--- src/hw/rtl/utf8_indic_script_transliterator_core_macros.svh ---
// Assertion macros shared by the transliterator RTL.
`ifndef UTF8_INDIC_SCRIPT_TRANSLITERATOR_CORE_MACROS_SVH
`define UTF8_INDIC_SCRIPT_TRANSLITERATOR_CORE_MACROS_SVH

// Same-cycle implication, disabled while in reset
`define UIST_ASSERT_IMP(lbl, clk, rstn, ante, cons, msg) \
  lbl: assert property (@(posedge clk) disable iff (!rstn) (ante) |-> (cons)) \
    else $error(msg);

// Next-cycle implication, disabled while in reset
`define UIST_ASSERT_NXT(lbl, clk, rstn, ante, cons, msg) \
  lbl: assert property (@(posedge clk) disable iff (!rstn) (ante) |=> (cons)) \
    else $error(msg);

`endif

--- src/hw/rtl/uist_pkg.sv ---
// Types, constants and helper functions of the UTF-8 Indic transliterator.
package uist_pkg;

  localparam int CP_W = 21;

  // Input transaction payload
  typedef struct packed {
    logic [7:0] in_byte;
    logic       end_of_text;
  } in_item_t;

  // Result transaction payload
  typedef struct packed {
    logic [7:0] out_byte;
    logic       run_last;
    logic       text_done;
  } out_item_t;

  typedef enum logic {
    ST_IDLE,
    ST_EMIT
  } state_t;

  // Script codes held in the configuration registers
  localparam logic [1:0] SCRIPT_NONE = 2'd0;
  localparam logic [1:0] SCRIPT_DEVA = 2'd1;
  localparam logic [1:0] SCRIPT_BENG = 2'd2;
  localparam logic [1:0] SCRIPT_TELU = 2'd3;

  localparam logic [CP_W-1:0] DANDA      = 21'h000964;
  localparam logic [CP_W-1:0] DOUBLE_DANDA = 21'h000965;
  localparam logic [CP_W-1:0] SHIFT_SPAN = 21'h00006F;

  // Controller to datapath commands
  typedef struct packed {
    logic       load;
    logic       emit;
    logic [1:0] cp_idx;
    logic [1:0] byte_idx;
    logic       run_last;
  } dp_cmd_t;

  // Datapath to controller status
  typedef struct packed {
    logic [1:0] new_ncps;
    logic [1:0] ncps;
    logic [1:0] cur_len_m1;
    logic       slot_free;
  } dp_sts_t;

  function automatic logic [11:0] script_base(input logic [1:0] code);
    logic [11:0] b;
    unique case (code)
      SCRIPT_DEVA: b = 12'h900;
      SCRIPT_BENG: b = 12'h980;
      SCRIPT_TELU: b = 12'hC00;
      default:     b = 12'h000;
    endcase
    return b;
  endfunction

  // Sequence length from the lead byte; 0 marks an invalid lead
  function automatic logic [2:0] lead_class(input logic [7:0] c);
    logic [2:0] len;
    if (c[7] == 1'b0)            len = 3'd1;
    else if (c[7:5] == 3'b110)   len = 3'd2;
    else if (c[7:4] == 4'b1110)  len = 3'd3;
    else if (c[7:3] == 5'b11110) len = 3'd4;
    else                         len = 3'd0;
    return len;
  endfunction

  // Move a code point from the source block to the target block
  function automatic logic [CP_W-1:0] shift_cp(input logic [CP_W-1:0] cp,
                                               input logic [1:0] src,
                                               input logic [1:0] tgt);
    logic [CP_W-1:0] sb;
    logic [CP_W-1:0] tb;
    logic [CP_W-1:0] diff;
    logic [CP_W-1:0] res;
    sb   = CP_W'(script_base(src));
    tb   = CP_W'(script_base(tgt));
    diff = cp - sb;
    res  = cp;
    if (cp != DANDA && cp != DOUBLE_DANDA && cp >= sb && diff <= SHIFT_SPAN) begin
      res = tb + diff;
    end
    return res;
  endfunction

  // UTF-8 length minus one of a code point
  function automatic logic [1:0] enc_len_m1(input logic [CP_W-1:0] cp);
    logic [1:0] l;
    if (cp <= 21'h00007F)      l = 2'd0;
    else if (cp <= 21'h0007FF) l = 2'd1;
    else if (cp <= 21'h00FFFF) l = 2'd2;
    else                       l = 2'd3;
    return l;
  endfunction

  // One byte of the UTF-8 encoding
  function automatic logic [7:0] enc_byte(input logic [CP_W-1:0] cp,
                                          input logic [1:0] len_m1,
                                          input logic [1:0] k);
    logic [7:0] b;
    case (len_m1)
      2'd0: b = cp[7:0];
      2'd1: b = (k == 2'd0) ? {3'b110, cp[10:6]} : {2'b10, cp[5:0]};
      2'd2: begin
        case (k)
          2'd0:    b = {4'b1110, cp[15:12]};
          2'd1:    b = {2'b10, cp[11:6]};
          default: b = {2'b10, cp[5:0]};
        endcase
      end
      default: begin
        case (k)
          2'd0:    b = {5'b11110, cp[20:18]};
          2'd1:    b = {2'b10, cp[17:12]};
          2'd2:    b = {2'b10, cp[11:6]};
          default: b = {2'b10, cp[5:0]};
        endcase
      end
    endcase
    return b;
  endfunction

endpackage

--- src/hw/rtl/uist_dp.sv ---
// Datapath: sequence gathering, decode, script shift and UTF-8 encode.
module uist_dp (
  input  logic                clk,
  input  logic                rst_n,
  input  logic [1:0]          src_script,
  input  logic [1:0]          tgt_script,
  input  uist_pkg::in_item_t  in_data,
  input  uist_pkg::dp_cmd_t   cmd,
  output uist_pkg::dp_sts_t   sts,
  input  logic                out_ready,
  output logic                out_valid,
  output uist_pkg::out_item_t out_data
);
  import uist_pkg::*;

  // Gathered bytes of an unfinished sequence
  logic [7:0]      pend_r [3];
  logic [1:0]      pcnt_r, pcnt_nxt;
  logic [2:0]      need_r, need_nxt;

  // Code points of the transaction being emitted
  logic [CP_W-1:0] cp_r [3];
  logic [1:0]      len_r [3];
  logic [1:0]      ncps_r;
  logic            eot_r;

  logic            out_valid_r, out_valid_nxt;
  out_item_t       out_data_r;

  logic [CP_W-1:0] cp_raw [3];
  logic [CP_W-1:0] cp_sh [3];
  logic [1:0]      len_new [3];
  logic [1:0]      n_new;
  logic            raw_item;
  logic            pend_we;
  logic [2:0]      cls;
  logic            passthru;
  logic [7:0]      c;
  logic [CP_W-1:0] cur_cp;
  logic [1:0]      cur_len;

  assign c        = in_data.in_byte;
  assign cls      = lead_class(c);
  assign passthru = (src_script == SCRIPT_NONE) || (tgt_script == SCRIPT_NONE);

  // Work out the code points that the incoming byte releases
  always_comb begin
    cp_raw[0] = '0;
    cp_raw[1] = '0;
    cp_raw[2] = '0;
    n_new     = 2'd0;
    raw_item  = 1'b0;
    pend_we   = 1'b0;
    pcnt_nxt  = pcnt_r;
    need_nxt  = need_r;
    if (passthru) begin
      cp_raw[0] = CP_W'(c);
      n_new     = 2'd1;
      raw_item  = 1'b1;
      pcnt_nxt  = 2'd0;
      need_nxt  = 3'd0;
    end else if (pcnt_r == 2'd0) begin
      if (cls <= 3'd1) begin
        cp_raw[0] = CP_W'(c);
        n_new     = 2'd1;
      end else if (in_data.end_of_text) begin
        // lone lead byte at end of text
        cp_raw[0] = CP_W'(c);
        n_new     = 2'd1;
      end else begin
        pend_we  = 1'b1;
        pcnt_nxt = 2'd1;
        need_nxt = cls;
      end
    end else if ((3'(pcnt_r) + 3'd1) >= need_r) begin
      // sequence complete: decode it
      case (need_r)
        3'd2:    cp_raw[0] = CP_W'({pend_r[0][4:0], c[5:0]});
        3'd3:    cp_raw[0] = CP_W'({pend_r[0][3:0], pend_r[1][5:0], c[5:0]});
        default: cp_raw[0] = {pend_r[0][2:0], pend_r[1][5:0], pend_r[2][5:0], c[5:0]};
      endcase
      n_new    = 2'd1;
      pcnt_nxt = 2'd0;
      need_nxt = 3'd0;
    end else if (in_data.end_of_text) begin
      // unfinished at end of text: lead alone, then re-parse the rest
      cp_raw[0] = CP_W'(pend_r[0]);
      pcnt_nxt  = 2'd0;
      need_nxt  = 3'd0;
      if (pcnt_r == 2'd1) begin
        cp_raw[1] = CP_W'(c);
        n_new     = 2'd2;
      end else if (lead_class(pend_r[1]) == 3'd2) begin
        cp_raw[1] = CP_W'({pend_r[1][4:0], c[5:0]});
        n_new     = 2'd2;
      end else begin
        cp_raw[1] = CP_W'(pend_r[1]);
        cp_raw[2] = CP_W'(c);
        n_new     = 2'd3;
      end
    end else begin
      pend_we  = 1'b1;
      pcnt_nxt = pcnt_r + 2'd1;
    end
  end

  // Shift and size each code point
  always_comb begin
    for (int i = 0; i < 3; i++) begin
      cp_sh[i]   = raw_item ? cp_raw[i] : shift_cp(cp_raw[i], src_script, tgt_script);
      len_new[i] = raw_item ? 2'd0 : enc_len_m1(cp_sh[i]);
    end
  end

  // Gathering state
  always_ff @(posedge clk) begin
    if (!rst_n) begin
      pcnt_r <= 2'd0;
      need_r <= 3'd0;
    end else if (cmd.load) begin
      pcnt_r <= pcnt_nxt;
      need_r <= need_nxt;
    end
  end

  // Pending byte store, written at the current fill level
  always_ff @(posedge clk) begin
    if (cmd.load && pend_we) begin
      pend_r[pcnt_r] <= c;
    end
  end

  // Capture the code points of an accepted transaction
  always_ff @(posedge clk) begin
    if (cmd.load) begin
      for (int i = 0; i < 3; i++) begin
        cp_r[i]  <= cp_sh[i];
        len_r[i] <= len_new[i];
      end
      eot_r <= in_data.end_of_text;
    end
  end

  always_ff @(posedge clk) begin
    if (!rst_n) begin
      ncps_r <= 2'd0;
    end else if (cmd.load) begin
      ncps_r <= n_new;
    end
  end

  // Select the byte to emit
  assign cur_cp  = cp_r[cmd.cp_idx];
  assign cur_len = len_r[cmd.cp_idx];

  // Output register: fill on emit, drain on ready
  always_comb begin
    out_valid_nxt = out_valid_r;
    if (cmd.emit) begin
      out_valid_nxt = 1'b1;
    end else if (out_ready) begin
      out_valid_nxt = 1'b0;
    end
  end

  always_ff @(posedge clk) begin
    if (!rst_n) begin
      out_valid_r <= 1'b0;
    end else begin
      out_valid_r <= out_valid_nxt;
    end
  end

  always_ff @(posedge clk) begin
    if (cmd.emit) begin
      out_data_r.out_byte  <= enc_byte(cur_cp, cur_len, cmd.byte_idx);
      out_data_r.run_last  <= cmd.run_last;
      out_data_r.text_done <= cmd.run_last && eot_r;
    end
  end

  assign out_valid      = out_valid_r;
  assign out_data       = out_data_r;
  assign sts.new_ncps   = n_new;
  assign sts.ncps       = ncps_r;
  assign sts.cur_len_m1 = cur_len;
  assign sts.slot_free  = !out_valid_r || out_ready;

  `include "utf8_indic_script_transliterator_core_macros.svh"

  `UIST_ASSERT_IMP(a_need_above_count, clk, rst_n, pcnt_r != 2'd0, need_r > 3'(pcnt_r), "pending count not below needed length")
  `UIST_ASSERT_IMP(a_idle_clear, clk, rst_n, pcnt_r == 2'd0, need_r == 3'd0, "needed length set with nothing pending")
  `UIST_ASSERT_NXT(a_emit_fills, clk, rst_n, cmd.emit, out_valid_r, "emitted byte missing from output register")

endmodule

--- src/hw/rtl/uist_ctrl.sv ---
// Controller: accepts transactions and steps through the bytes to emit.
module uist_ctrl (
  input  logic              clk,
  input  logic              rst_n,
  input  logic              in_valid,
  output logic              in_ready,
  input  uist_pkg::dp_sts_t sts,
  output uist_pkg::dp_cmd_t cmd
);
  import uist_pkg::*;

  state_t     state_r, state_nxt;
  logic [1:0] cp_idx_r, cp_idx_nxt;
  logic [1:0] byte_idx_r, byte_idx_nxt;
  logic       last_byte;
  logic       last_cp;

  assign last_byte = (byte_idx_r == sts.cur_len_m1);
  assign last_cp   = ((3'(cp_idx_r) + 3'd1) == 3'(sts.ncps));

  // State and counters
  always_ff @(posedge clk) begin
    if (!rst_n) begin
      state_r    <= ST_IDLE;
      cp_idx_r   <= 2'd0;
      byte_idx_r <= 2'd0;
    end else begin
      state_r    <= state_nxt;
      cp_idx_r   <= cp_idx_nxt;
      byte_idx_r <= byte_idx_nxt;
    end
  end

  // Next state and commands
  always_comb begin
    state_nxt    = state_r;
    cp_idx_nxt   = cp_idx_r;
    byte_idx_nxt = byte_idx_r;
    in_ready     = 1'b0;
    cmd          = '0;
    cmd.cp_idx   = cp_idx_r;
    cmd.byte_idx = byte_idx_r;
    unique case (state_r)
      ST_IDLE: begin
        in_ready = 1'b1;
        if (in_valid) begin
          cmd.load     = 1'b1;
          cp_idx_nxt   = 2'd0;
          byte_idx_nxt = 2'd0;
          if (sts.new_ncps != 2'd0) begin
            state_nxt = ST_EMIT;
          end
        end
      end
      ST_EMIT: begin
        if (sts.slot_free) begin
          cmd.emit     = 1'b1;
          cmd.run_last = last_byte && last_cp;
          if (last_byte) begin
            byte_idx_nxt = 2'd0;
            cp_idx_nxt   = cp_idx_r + 2'd1;
          end else begin
            byte_idx_nxt = byte_idx_r + 2'd1;
          end
          // take the next transaction as the final byte leaves
          if (last_byte && last_cp) begin
            in_ready   = 1'b1;
            state_nxt  = ST_IDLE;
            cp_idx_nxt = 2'd0;
            if (in_valid) begin
              cmd.load = 1'b1;
              if (sts.new_ncps != 2'd0) begin
                state_nxt = ST_EMIT;
              end
            end
          end
        end
      end
      default: state_nxt = ST_IDLE;
    endcase
  end

  `include "utf8_indic_script_transliterator_core_macros.svh"

  `UIST_ASSERT_IMP(a_ready_on_last, clk, rst_n, state_r == ST_EMIT && in_ready, cmd.emit && cmd.run_last, "accepting before final byte")
  `UIST_ASSERT_IMP(a_cp_in_range, clk, rst_n, state_r == ST_EMIT, cp_idx_r < sts.ncps, "code point index beyond count")
  `UIST_ASSERT_IMP(a_byte_in_range, clk, rst_n, state_r == ST_EMIT, byte_idx_r <= sts.cur_len_m1, "byte index beyond length")

endmodule

--- src/hw/rtl/utf8_indic_script_transliterator_core.sv ---
// Top level of the streaming UTF-8 Indic script transliterator.
//
//   channel | ports                         | payload
//   --------+-------------------------------+-------------------------------
//   input   | in_valid / in_ready           | in_data  (in_byte, end_of_text)
//   result  | out_valid / out_ready         | out_data (out_byte, run_last,
//           |                               |           text_done)
//   config  | psel penable pwrite paddr ... | src_script @0x0, tgt_script @0x4
//
// A transaction releasing output bytes holds the controller as they go, one
// byte per cycle through the output register unless out_ready stalls; one that
// only gathers a byte does not hold it. The next transaction is taken in the
// cycle the final byte is loaded. A stalled out_ready holds the emit sequence;
// the output register lets one byte wait without blocking the next acceptance.
// Reset (synchronous, rst_n low) clears both scripts and the gathering state.
module utf8_indic_script_transliterator_core (
  input  logic                clk,
  input  logic                rst_n,
  input  logic                in_valid,
  output logic                in_ready,
  input  uist_pkg::in_item_t  in_data,
  output logic                out_valid,
  input  logic                out_ready,
  output uist_pkg::out_item_t out_data,
  input  logic                psel,
  input  logic                penable,
  input  logic                pwrite,
  input  logic [2:0]          paddr,
  input  logic [31:0]         pwdata,
  output logic [31:0]         prdata,
  output logic                pready
);
  import uist_pkg::*;

  localparam logic REG_SRC = 1'b0;
  localparam logic REG_TGT = 1'b1;

  logic [1:0] src_script_r;
  logic [1:0] tgt_script_r;
  logic       cfg_wr;
  dp_cmd_t    cmd;
  dp_sts_t    sts;

  assign pready = 1'b1;
  assign cfg_wr = psel && penable && pwrite;

  // Configuration registers
  always_ff @(posedge clk) begin
    if (!rst_n) begin
      src_script_r <= SCRIPT_NONE;
      tgt_script_r <= SCRIPT_NONE;
    end else if (cfg_wr) begin
      unique case (paddr[2])
        REG_SRC: src_script_r <= pwdata[1:0];
        REG_TGT: tgt_script_r <= pwdata[1:0];
        default: src_script_r <= src_script_r;
      endcase
    end
  end

  // Register read-back
  always_comb begin
    unique case (paddr[2])
      REG_SRC: prdata = {30'd0, src_script_r};
      REG_TGT: prdata = {30'd0, tgt_script_r};
      default: prdata = 32'd0;
    endcase
  end

  uist_ctrl u_ctrl (
    .clk      (clk),
    .rst_n    (rst_n),
    .in_valid (in_valid),
    .in_ready (in_ready),
    .sts      (sts),
    .cmd      (cmd)
  );

  uist_dp u_dp (
    .clk        (clk),
    .rst_n      (rst_n),
    .src_script (src_script_r),
    .tgt_script (tgt_script_r),
    .in_data    (in_data),
    .cmd        (cmd),
    .sts        (sts),
    .out_ready  (out_ready),
    .out_valid  (out_valid),
    .out_data   (out_data)
  );

endmodule
--- config.mk ---
export PLATFORM = sky130hd
export DESIGN_NAME = utf8_indic_script_transliterator_core
export DESIGN_NICKNAME = d
export VERILOG_FILES = /design/src/hw/rtl/uist_pkg.sv /design/src/hw/rtl/uist_dp.sv /design/src/hw/rtl/uist_ctrl.sv /design/src/hw/rtl/utf8_indic_script_transliterator_core.sv
export VERILOG_INCLUDE_DIRS = /design/src /design/src/hw/rtl
export SDC_FILE = /design/constraint.sdc
export NUM_CORES = 1
export LEC_CHECK = 0
export BUFFER_PORTS_ARGS = -buffer_cell sky130_fd_sc_hd__buf_2
export CAP_MARGIN = 20
export CORE_ASPECT_RATIO = 0.5
export CORE_MARGIN = 2
export CORE_UTILIZATION = 63
export CTS_CLUSTER_SIZE = 8
export DETAILED_ROUTE_END_ITERATION = 8
export HOLD_SLACK_MARGIN = 0.15
export PLACE_DENSITY = 0.88
export SYNTH_ARGS = -nofsm -noshare
export SYNTH_HDL_FRONTEND = slang
export SYNTH_SLANG_ARGS = --single-unit
--- constraint.sdc ---
create_clock -name clk -period 8.3 [get_ports clk]
set_clock_uncertainty 0.2 [all_clocks]
set_input_delay 1.245 -clock clk [delete_from_list [all_inputs] [get_ports clk]]
set_output_delay 1.245 -clock clk [all_outputs]
set_load 0.02 [all_outputs]
==> results of run 1 <==
-- cells in the mapped netlist (14+ instances only) --
| cell type | count |
|---|---|
| a21oi_1 | 42 |
| buf_4 | 31 |
| clkbuf_1 | 24 |
| dfxtp_1 | 19 |
| edfxtp_1 | 102 |
| ha_1 | 37 |
| inv_1 | 44 |
| mux2i_1 | 43 |
| nand2_1 | 62 |
| nor2_1 | 55 |
| nor2b_1 | 14 |
| o21ai_0 | 35 |
-- area by class of cell --
type                       instances  area, µm²
clock inverter                    10      97.59
sequential                       121       3443
tap                              145      181.4
multi-input combinational        513       3422
timing repair buffer              35      182.7
clock buffer                      22      518.0
inverter                          44      165.2
fill                             716       3070
-- through the flow --
| step | setup WS (ns) | hold WS [ns] | power [µW] | cells |
|---|---|---|---|---|
| 2_1_floorplan | 2.812 | 0.2679 | 840.7 | 740 |
| 3_3_place_gp | 2.570 | 0.2866 | 867.5 | 858 |
| 3_5_place_dp | 2.450 | 0.3132 | 874.4 | 858 |
| 4_1_cts | 2.384 | 0.3216 | 1637 | 890 |
| 5_1_grt | 1.939 | 0.3582 | 1681 | 890 |
| 6_report | 2.144 | 0.3278 | 1645 | 890 |
-- power by group through the flow --
stage	Sequential (µW)	Combinational, µW	Clock (µW)
floorplan	718	123	0
global placement	711	156	0
detailed placement	713	161	0
CTS	702	164	772
global route	704	183	795
finish	702	168	775
-- logic make-up after synthesis --
logic type	after synthesis	synth area share, %
AND/OR/NAND/NOR	213	14.86
AO/OA/AOI/OAI	157	14.64
flip-flops	121	47.56
buffers and inverters	106	7.242
multiplexers	49	6.913
adder cells (fa/ha/maj)	40	7.224
XOR/XNOR	12	1.452
other	2	0.1037
-- critical path, delay by kind of cell (launching register included) --
kind                     cells  cell delay, ns
adder cells (fa/ha/maj)      3            0.93
flip-flops                   1            0.39
buffers and inverters        2            0.16
AO/OA/AOI/OAI                5            1.43
AND/OR/NAND/NOR              7            2.79
-- routing by layer --
metal | track usage (%) | up-vias | wire (µm)
met2 | 49.29 | 441 | 8285
li1 | - | 2554 | -
met3 | 8.360 | 75 | 2141
met5 | 0 | - | 11
met1 | 41.55 | 2715 | 7580
met4 | 10.83 | 2 | 517
-- how the worst min path moves through the flow --
stage | startpoint | to | slack [ns] | cells past startpoint
after CTS | u_ctrl.byte_idx_r[0] | u_ctrl.byte_idx_r[0] | 0.32 | 2
after detailed placement | u_ctrl.byte_idx_r[0] | u_ctrl.byte_idx_r[0] | 0.31 | 2
after global placement | u_ctrl.byte_idx_r[0] | u_ctrl.byte_idx_r[0] | 0.29 | 2
after floorplan | u_ctrl.byte_idx_r[0] | u_ctrl.byte_idx_r[0] | 0.27 | 2
final | u_ctrl.byte_idx_r[0] | u_ctrl.byte_idx_r[0] | 0.33 | 2
after global routing | u_ctrl.byte_idx_r[0] | u_ctrl.byte_idx_r[0] | 0.36 | 2
-- sequential cells by signal, indices dropped and copies added, names as in the netlist, named ones only --
name               cells
u_ctrl.state_r         1
u_dp.out_data         10
u_ctrl.cp_idx_r        2
u_dp.out_valid         1
u_dp.pcnt_r            2
u_dp.need_r            3
u_dp.cp_r             63
u_dp.eot_r             1
u_dp.pend_r           22
u_dp.ncps_r            2
u_dp.len_r             6
src_script_r           2
u_ctrl.byte_idx_r      2
tgt_script_r           2
==> results.toml, run 1 <==
[setup_path]
r2r_cells = 17
critPathMaxFanout = 14
path_class = "reg -> reg"
critPathLaunch = "src_script_r[1]"
rrSetupSlack_ns = 2.14
cp.required_ns = 8.27
slowest_stage = "nor2_1"
cp.arrival_ns = 6.12
critPathCaptureType = "flop"
critPathLaunchType = "flop"
reg2reg_to = "u_dp.len_r[0][0]"
cp_slowest_stage_delay_ns = 0.73
crit_path_cell_trace = "inv_1 -> ha_1 -> nor2_1 -> nand2_1 -> nand3_1 -> o211a_1 -> ha_1 -> inv_1 -> fa_1 -> or4_1 -> nand2_1 -> o2111a_1 -> and4_1 -> nand3_1 -> o31ai_1 -> a2111o_1 -> a211oi_2"
timing.rr.start = "src_script_r[1]"
critical_path.endpoint = "u_dp.len_r[0][0]"

[clock_tree]
numCtsBuffers = 17
post_cts_buffers = 0
root_buffer = "clkbuf_16"
cts_sinks = 121
cts_resized = 0
cts_hold_buf = 0
cts_buffer_depth = 2
path_clk_slew_ns = 0.06
h-tree-depth = 4
cts_tree = "done"
insertion_delay_ns = 0.43

[sta]
fin_crit_sh_pct = 74.16
worst_pin_slew_ns = 0.9011
max_freq_ghz = 0.1625
drv_slew = 0
fin_setup_tns_ns = 0
timing.final.crit_period_ns = 6.156
relSlewSlack_pct = 39.70
setup_viol = 0
hold_violations = 0
rsz0062_at_grt = "false"

[drt]
vias = 5787
wl_per_cell_um = 20.83
ant_nets = 0
via_per_inst = 6.502
routed_wl_mm = 18.54
dr.pass1.iters = 6
first_iter_violations = 818
drt_drc_violations_left = 0

[floorplan]
die_area_um2 = 12420
start_util_pct = 65.33
fp.dieW_um = 155.6
dieHeight_um = 79.80
ios = 96
core-area_um2 = 11080
fp-row-count = 27

[synth]
synth_edf_count = 102
synth_top_area_cell = "edfxtp_1"
synth_seq_cells = 121
yosysUniqueCellTypes = 69
async_reset_ff_share_pct = 0
synth-warning-count = 0
ys_seq_area_share_pct = 47.56
synth_top_area_share_pct = 42.31
syn_area_per_cell_um2 = 10.34
syn_inst = 700
synth_area_um2 = 7239
synth_top_cells_by_area = "edfxtp_1 (42%), ha_1 (6.4%), mux2i_1 (5.9%), dfxtp_1 (5.3%), buf_4 (3.2%)"
synthFlopType = "edfxtp_1"

[power_and_ir_drop]
switching_power_uw = 423.4
p_clk_share_pct = 47.1
p_sw_share_pct = 25.73
combPwrFrac_pct = 10.2
p_leak_uw = 0.003243
seqPwrFrac_pct = 42.7
intPower_uw = 1222
p_per_area_nw_per_um2 = 205.4
worst_ir_drop_vdd_mv = 0.1275

[final_layout]
nets = 823
antenna_cells = 0
final_common_cell = "edfxtp_1"
final_area_um2 = 8010
area_growth_pct = 10.65
final_cell_mix = "edfxtp_1 (102), nand2_1 (62), nor2_1 (55)"
drive_gt1_share_pct = 10.87
final_util_pct = 72.29

[global_route]
antenna_found_initial = 1
grt_max_degree = 74
grt_pass1_wl_mm = 28.81
grt_pass1_vias = 5359
grt.overflow.total = 0
grt_usage_pct = 31.03

[outcome]
status = "finished, final reports clean"

[placement]
port_buffers = 32
hpwlAfterDp_mm = 12.03
placed_area_um2 = 7395
place_congestion = 0.8671

[worst_hold_path]
hp-class = "reg -> reg"

[flow_run]
drv_cap = 0
(Power assumes the default switching activity.)
==> inputs of run 2 (changes only) <==
CORE_UTILIZATION = 53   (was 63)
PLACE_DENSITY = 0.79   (was 0.88)
clock period = 5.5 ns   (was 8.3 ns; I/O delays follow)
==> run 2 against run 1 <==
Register-to-register slack worse by 1.9 ns. Core utilization down 12 points. Sequential power up 51%. Routed wire length down 9.2%. Setup slack worse by 1.9 ns. Non-clock buffer count up 15. Via count down 4.6%. Maximum frequency up 18%. Sequential share of layout area down 0.67 points. Clock power up 43%. First-iteration DRC count down 14%. Combinational power up 49%. Critical path type unchanged.
==> results.toml, run 2 (synthesis gave the netlist of run 1 again) <==
[placement]
placed_area_um2 = 7546
hpwlAfterDp_mm = 12.13
port_buffers = 32
dp.cells = 904
place_congestion = 0.9251

[setup_path]
cp.arrival_ns = 5.28
critPathMaxFanout = 6
critPathLaunch = "u_dp.pcnt_r[0]"
path_class = "reg -> reg"
r2r_cells = 20
critPathLaunchType = "flop"
timing.rr.start = "u_dp.pcnt_r[0]"
critPathCaptureType = "flop"
reg2reg_to = "u_dp.len_r[0][0]"
cp.required_ns = 5.55
rrSetupSlack_ns = 0.27

[sta]
fin_setup_tns_ns = 0
worst_pin_slew_ns = 0.7629
drv_slew = 0
relSlewSlack_pct = 48.75
hold_violations = 0
timing.final.crit_period_ns = 5.230
max_freq_ghz = 0.1912
fin_crit_sh_pct = 95.09
rsz0062_at_grt = "false"
setup_viol = 0

[drt]
wl_met1_mm = 7.626
wl_per_cell_um = 17.98
met3_length_mm = 1.471
wl_met2_mm = 7.363
dr.pass1.iters = 5
topRoutingLayerUsed = "met4"
via_per_inst = 5.900
ant_nets = 0
vias = 5522
routed_wl_mm = 16.83
first_iter_violations = 702
drt_drc_violations_left = 0

[clock_tree]
cts_tree = "done"
cts_sinks = 121
cts_hold_buf = 0
cts_buffer_depth = 2
insertion_delay_ns = 0.42
root_buffer = "clkbuf_16"
cts_resized = 0
numCtsBuffers = 17
h-tree-depth = 4
post_cts_buffers = 0
path_clk_slew_ns = 0.06

[final_layout]
final_cell_mix = "edfxtp_1 (102), nand2_1 (62), nor2_1 (55)"
final_common_cell = "edfxtp_1"
regMostFlops = "u_dp.cp_r"
area_growth_pct = 12.39
final_area_um2 = 8137
final_cells = 936
antenna_cells = 0
drive_gt1_share_pct = 12.24
nets = 838
largest_register_ffs = 63
final_util_pct = 60.55

[power_and_ir_drop]
p_per_area_nw_per_um2 = 296.7
worst_ir_drop_vdd_mv = 0.2076
p_leak_uw = 0.003298
power_uw = 2414

[global_route]
grt_pass1_wl_mm = 26.91
antenna_found_initial = 0
grt_max_degree = 41
grt_pass1_vias = 5041
grt_usage_pct = 24.01
grt.overflow.total = 0

[floorplan]
ios = 96
die_area_um2 = 14670
fp.dieW_um = 169.3
start_util_pct = 53.87
core-area_um2 = 13440
dieHeight_um = 86.64
fp-row-count = 30

[worst_hold_path]
min_to = "u_ctrl.byte_idx_r[0]"
hp-class = "reg -> reg"
min_from = "u_ctrl.byte_idx_r[0]"
holdPathStages = 2

[outcome]
status = "finished, final reports clean"

[flow_run]
drv_cap = 0
==> run 2: critical path, stage by stage, from the launching register on <==
cell,delay [ns]
dfxtp_1,0.46
inv_1,0.10
ha_1,0.34
ha_1,0.29
nand2_1,0.06
o21ai_1,0.16
nand2_1,0.19
o211a_1,0.32
ha_1,0.19
inv_1,0.09
fa_1,0.29
nand3_1,0.10
and2_1,0.20
o2111a_1,0.15
a2111oi_2,0.33
o2111a_1,0.29
nand4_2,0.15
nor4_2,0.30
mux2i_1,0.17
a2111o_1,0.47
a211oi_2,0.22
==> run 2: per-stage QoR <==
stage	hold slack, ns	setup WS, ns
5_1_grt	0.3355	0.02209
3_3_place_gp	0.2833	0.4443
2_1_floorplan	0.2679	0.01192
4_1_cts	0.3041	0.3130
3_5_place_dp	0.2954	0.3507
6_report	0.3008	0.2698
==> run 2: layer usage <==
metal  track usage (%)  vias to the layer above
met5                 0                        -
met4             8.081                        0
met3             5.114                       48
met2             37.14                      283
met1             33.93                     2597
li1                  -                     2594
==> run 2: worst max path at each step <==
stage	endpoint
6_report	u_dp.len_r[0][0]
5_1_grt	u_dp.len_r[0][0]
4_1_cts	u_dp.len_r[0][0]
3_5_place_dp	u_dp.len_r[0][0]
3_3_place_gp	u_dp.len_r[0][0]
2_1_floorplan	u_dp.pend_r[0][0]
==> run 2: report_power, final <==
group / leakage [µW] / internal [µW] / switching, µW / total (µW)
Clock: 0.000278 / 700 / 406 / 1110
Sequential: 0.00114 / 1040 / 14.1 / 1060
Combinational: 0.00188 / 84.6 / 166 / 251
Total: 0.00330 / 1830 / 586 / 2410
==> run 2: layout make-up <==
cell class                 count  area (µm²)
inverter                      44       165.2
timing repair buffer          50       295.3
tap                          176       220.2
clock inverter                11       120.1
multi-input combinational    513        3422
clock buffer                  21       470.5
fill                        1063        5301
sequential                   121        3443
==> inputs of run 3 (changes only) <==
CORE_UTILIZATION = 59   (was 53)
PLACE_DENSITY = 0.83   (was 0.79)
clock period = 5.7 ns   (was 5.5 ns; I/O delays follow)
==> run 3 against run 2 <==
Non-clock buffer count down 5. Routed wire length up 3.4%. Critical path depth down 2. First-iteration DRC count up 0.43%. Global-route usage up 3.0 points. Die area down 9.8%. Flip-flop and latch count unchanged. Setup slack better by 0.20 ns. Total power down 4.7%. Critical path type unchanged. Critical endpoint unchanged. Largest cell class unchanged. Largest power group unchanged.
==> results.toml, run 3 (synthesis gave the netlist of run 1 again) <==
[placement]
hpwlAfterDp_mm = 12.27
place_congestion = 0.8872
placed_area_um2 = 7495
port_buffers = 32
dp_slack_ns = 0.5308

[clock_tree]
insertion_delay_ns = 0.42
cts_hold_buf = 0
cts_sinks = 121
post_cts_buffers = 0
h-tree-depth = 4
cts_tree = "done"
root_buffer = "clkbuf_16"
cts_buffer_depth = 2
numCtsBuffers = 17
path_clk_slew_ns = 0.06
cts_resized = 0

[floorplan]
fp.dieW_um = 160.7
ios = 96
dieHeight_um = 82.33
die_area_um2 = 13230
fp-row-count = 28
core-area_um2 = 11880
start_util_pct = 60.96

[drt]
drt_drc_violations_left = 0
vias = 5540
via_per_inst = 6.022
first_iter_violations = 705
wl_per_cell_um = 18.92
routed_wl_mm = 17.40
ant_nets = 0
dr.pass1.iters = 5

[final_layout]
fillerInstances = 844
area_growth_pct = 11.58
regMostFlops = "u_dp.cp_r"
drive_gt1_share_pct = 11.92
final_common_cell = "edfxtp_1"
antenna_cells = 0
final_area_um2 = 8078
nets = 833
final_cell_mix = "edfxtp_1 (102), nand2_1 (62), nor2_1 (55)"
largest_register_ffs = 63

[global_route]
grt_max_degree = 73
antenna_found_initial = 0
grt.overflow.total = 0
grt_pass1_vias = 5019
grt_usage_pct = 26.97
grt_pass1_wl_mm = 26.81

[setup_path]
cp_slowest_stage_delay_ns = 0.61
path_class = "reg -> reg"
critPathLaunchType = "flop"
slowest_stage = "or4_1"
critPathCaptureType = "flop"
crit_path_cell_trace = "inv_1 -> ha_1 -> ha_1 -> a21oi_1 -> o21ai_1 -> nand2_1 -> o211a_1 -> ha_1 -> inv_1 -> fa_1 -> or4_1 -> nand2_1 -> o2111a_1 -> nand4_2 -> nor4_2 -> mux2i_1 -> a2111o_1 -> a211oi_2"
critPathMaxFanout = 6
cp.arrival_ns = 5.27
cp.required_ns = 5.75
crit_top_cell = "ha_1"

[sta]
setup_viol = 0
worst_pin_slew_ns = 0.8801
fin_setup_tns_ns = 0
drv_slew = 0
relSlewSlack_pct = 41.33
fin_crit_sh_pct = 91.69
max_freq_ghz = 0.1913
timing.final.crit_period_ns = 5.226
fin_ws_ns = 0.4739
rsz0062_at_grt = "false"
hold_violations = 0

[power_and_ir_drop]
worst_ir_drop_vdd_mv = 0.1802
seqPwrFrac_pct = 44.5
p_per_area_nw_per_um2 = 284.8
p_sw_share_pct = 24.97
combPwrFrac_pct = 10.5
switching_power_uw = 574.5
p_clk_share_pct = 45.1
intPower_uw = 1726
p_leak_uw = 0.003288

[outcome]
status = "finished, final reports clean"

[worst_hold_path]
hp-class = "reg -> reg"

[flow_run]
drv_cap = 0
[run 3: cell types whose count changed in the layout (fill, tap and decap cells not counted)]
cell | before | now
clkbuf_16 | 17 | 20
clkbuf_1 | 1 | 2
buf_4 | 18 | 13
inv_6 | 1 | 3
clkinv_4 | 2 | 3
clkinv_2 | 0 | 2
clkinv_1 | 3 | 0
bufinv_16 | 2 | 0
clkinvlp_4 | 3 | 0
inv_4 | 0 | 2
clkbuf_8 | 3 | 0
[run 3: path summary, 6_finish.rpt]
kind	slack [ns]	cells past startpoint	from	end
hold / removal	0.31	2	u_ctrl.byte_idx_r[0]	u_ctrl.byte_idx_r[0]
hold reg to reg	0.31	2	u_ctrl.byte_idx_r[0]	u_ctrl.byte_idx_r[0]
setup reg to reg	0.47	18	u_dp.pcnt_r[0]	u_dp.len_r[0][0]
setup / recovery	0.47	18	u_dp.pcnt_r[0]	u_dp.len_r[0][0]
[run 3: stage by stage]
step	total power [µW]	util, %	hold slack [ns]	cells
after floorplan	1224	-	0.2679	740
after global placement	1267	63.11	0.2837	888
after detailed placement	1274	63.11	0.3036	888
after CTS	2300	68.02	0.3139	920
after global routing	2370	68.02	0.3501	920
final	2301	68.02	0.3114	920
[run 3: per-layer routing]
layer | share of wire (%) | track usage [%] | vias up | wire (µm)
met4 | 1.9 | 9.099 | 0 | 329
met2 | 44 | 42.67 | 314 | 7616
met1 | 45 | 37.44 | 2619 | 7849
li1 | - | - | 2580 | -
met3 | 9.2 | 6.044 | 27 | 1607
met5 | 0 | 0 | - | 0
[run 3: cell type report]
cell class                      count  area [µm²]  share of cell area [%]
Sequential cell                   121        3443                   42.63
Multi-Input combinational cell    513        3422                   42.36
Clock buffer                       22       508.0                   6.289
Timing Repair Buffer               45       257.7                   3.191
Tap cell                          165       206.4                   2.556
Inverter                           44       165.2                   2.045
Clock inverter                     10       75.07                  0.9294
[run 3: worst max-delay path: cells and delay by family, from the launching register on]
family | cells | cell delay, ns
compound gates | 6 | 1.50
fa+ha+maj | 4 | 1.16
buf+inv | 2 | 0.16
flops | 1 | 0.43
mux | 1 | 0.18
simple gates | 5 | 1.43
[run 3: power groups by stage]
stage                     combinational, µW  sequential [µW]  clock [µW]
after global placement                  228             1040           0
after global routing                    261             1030        1080
after detailed placement                233             1040           0
after CTS                               236             1020        1040
final                                   241             1020        1040
after floorplan                         179             1050           0
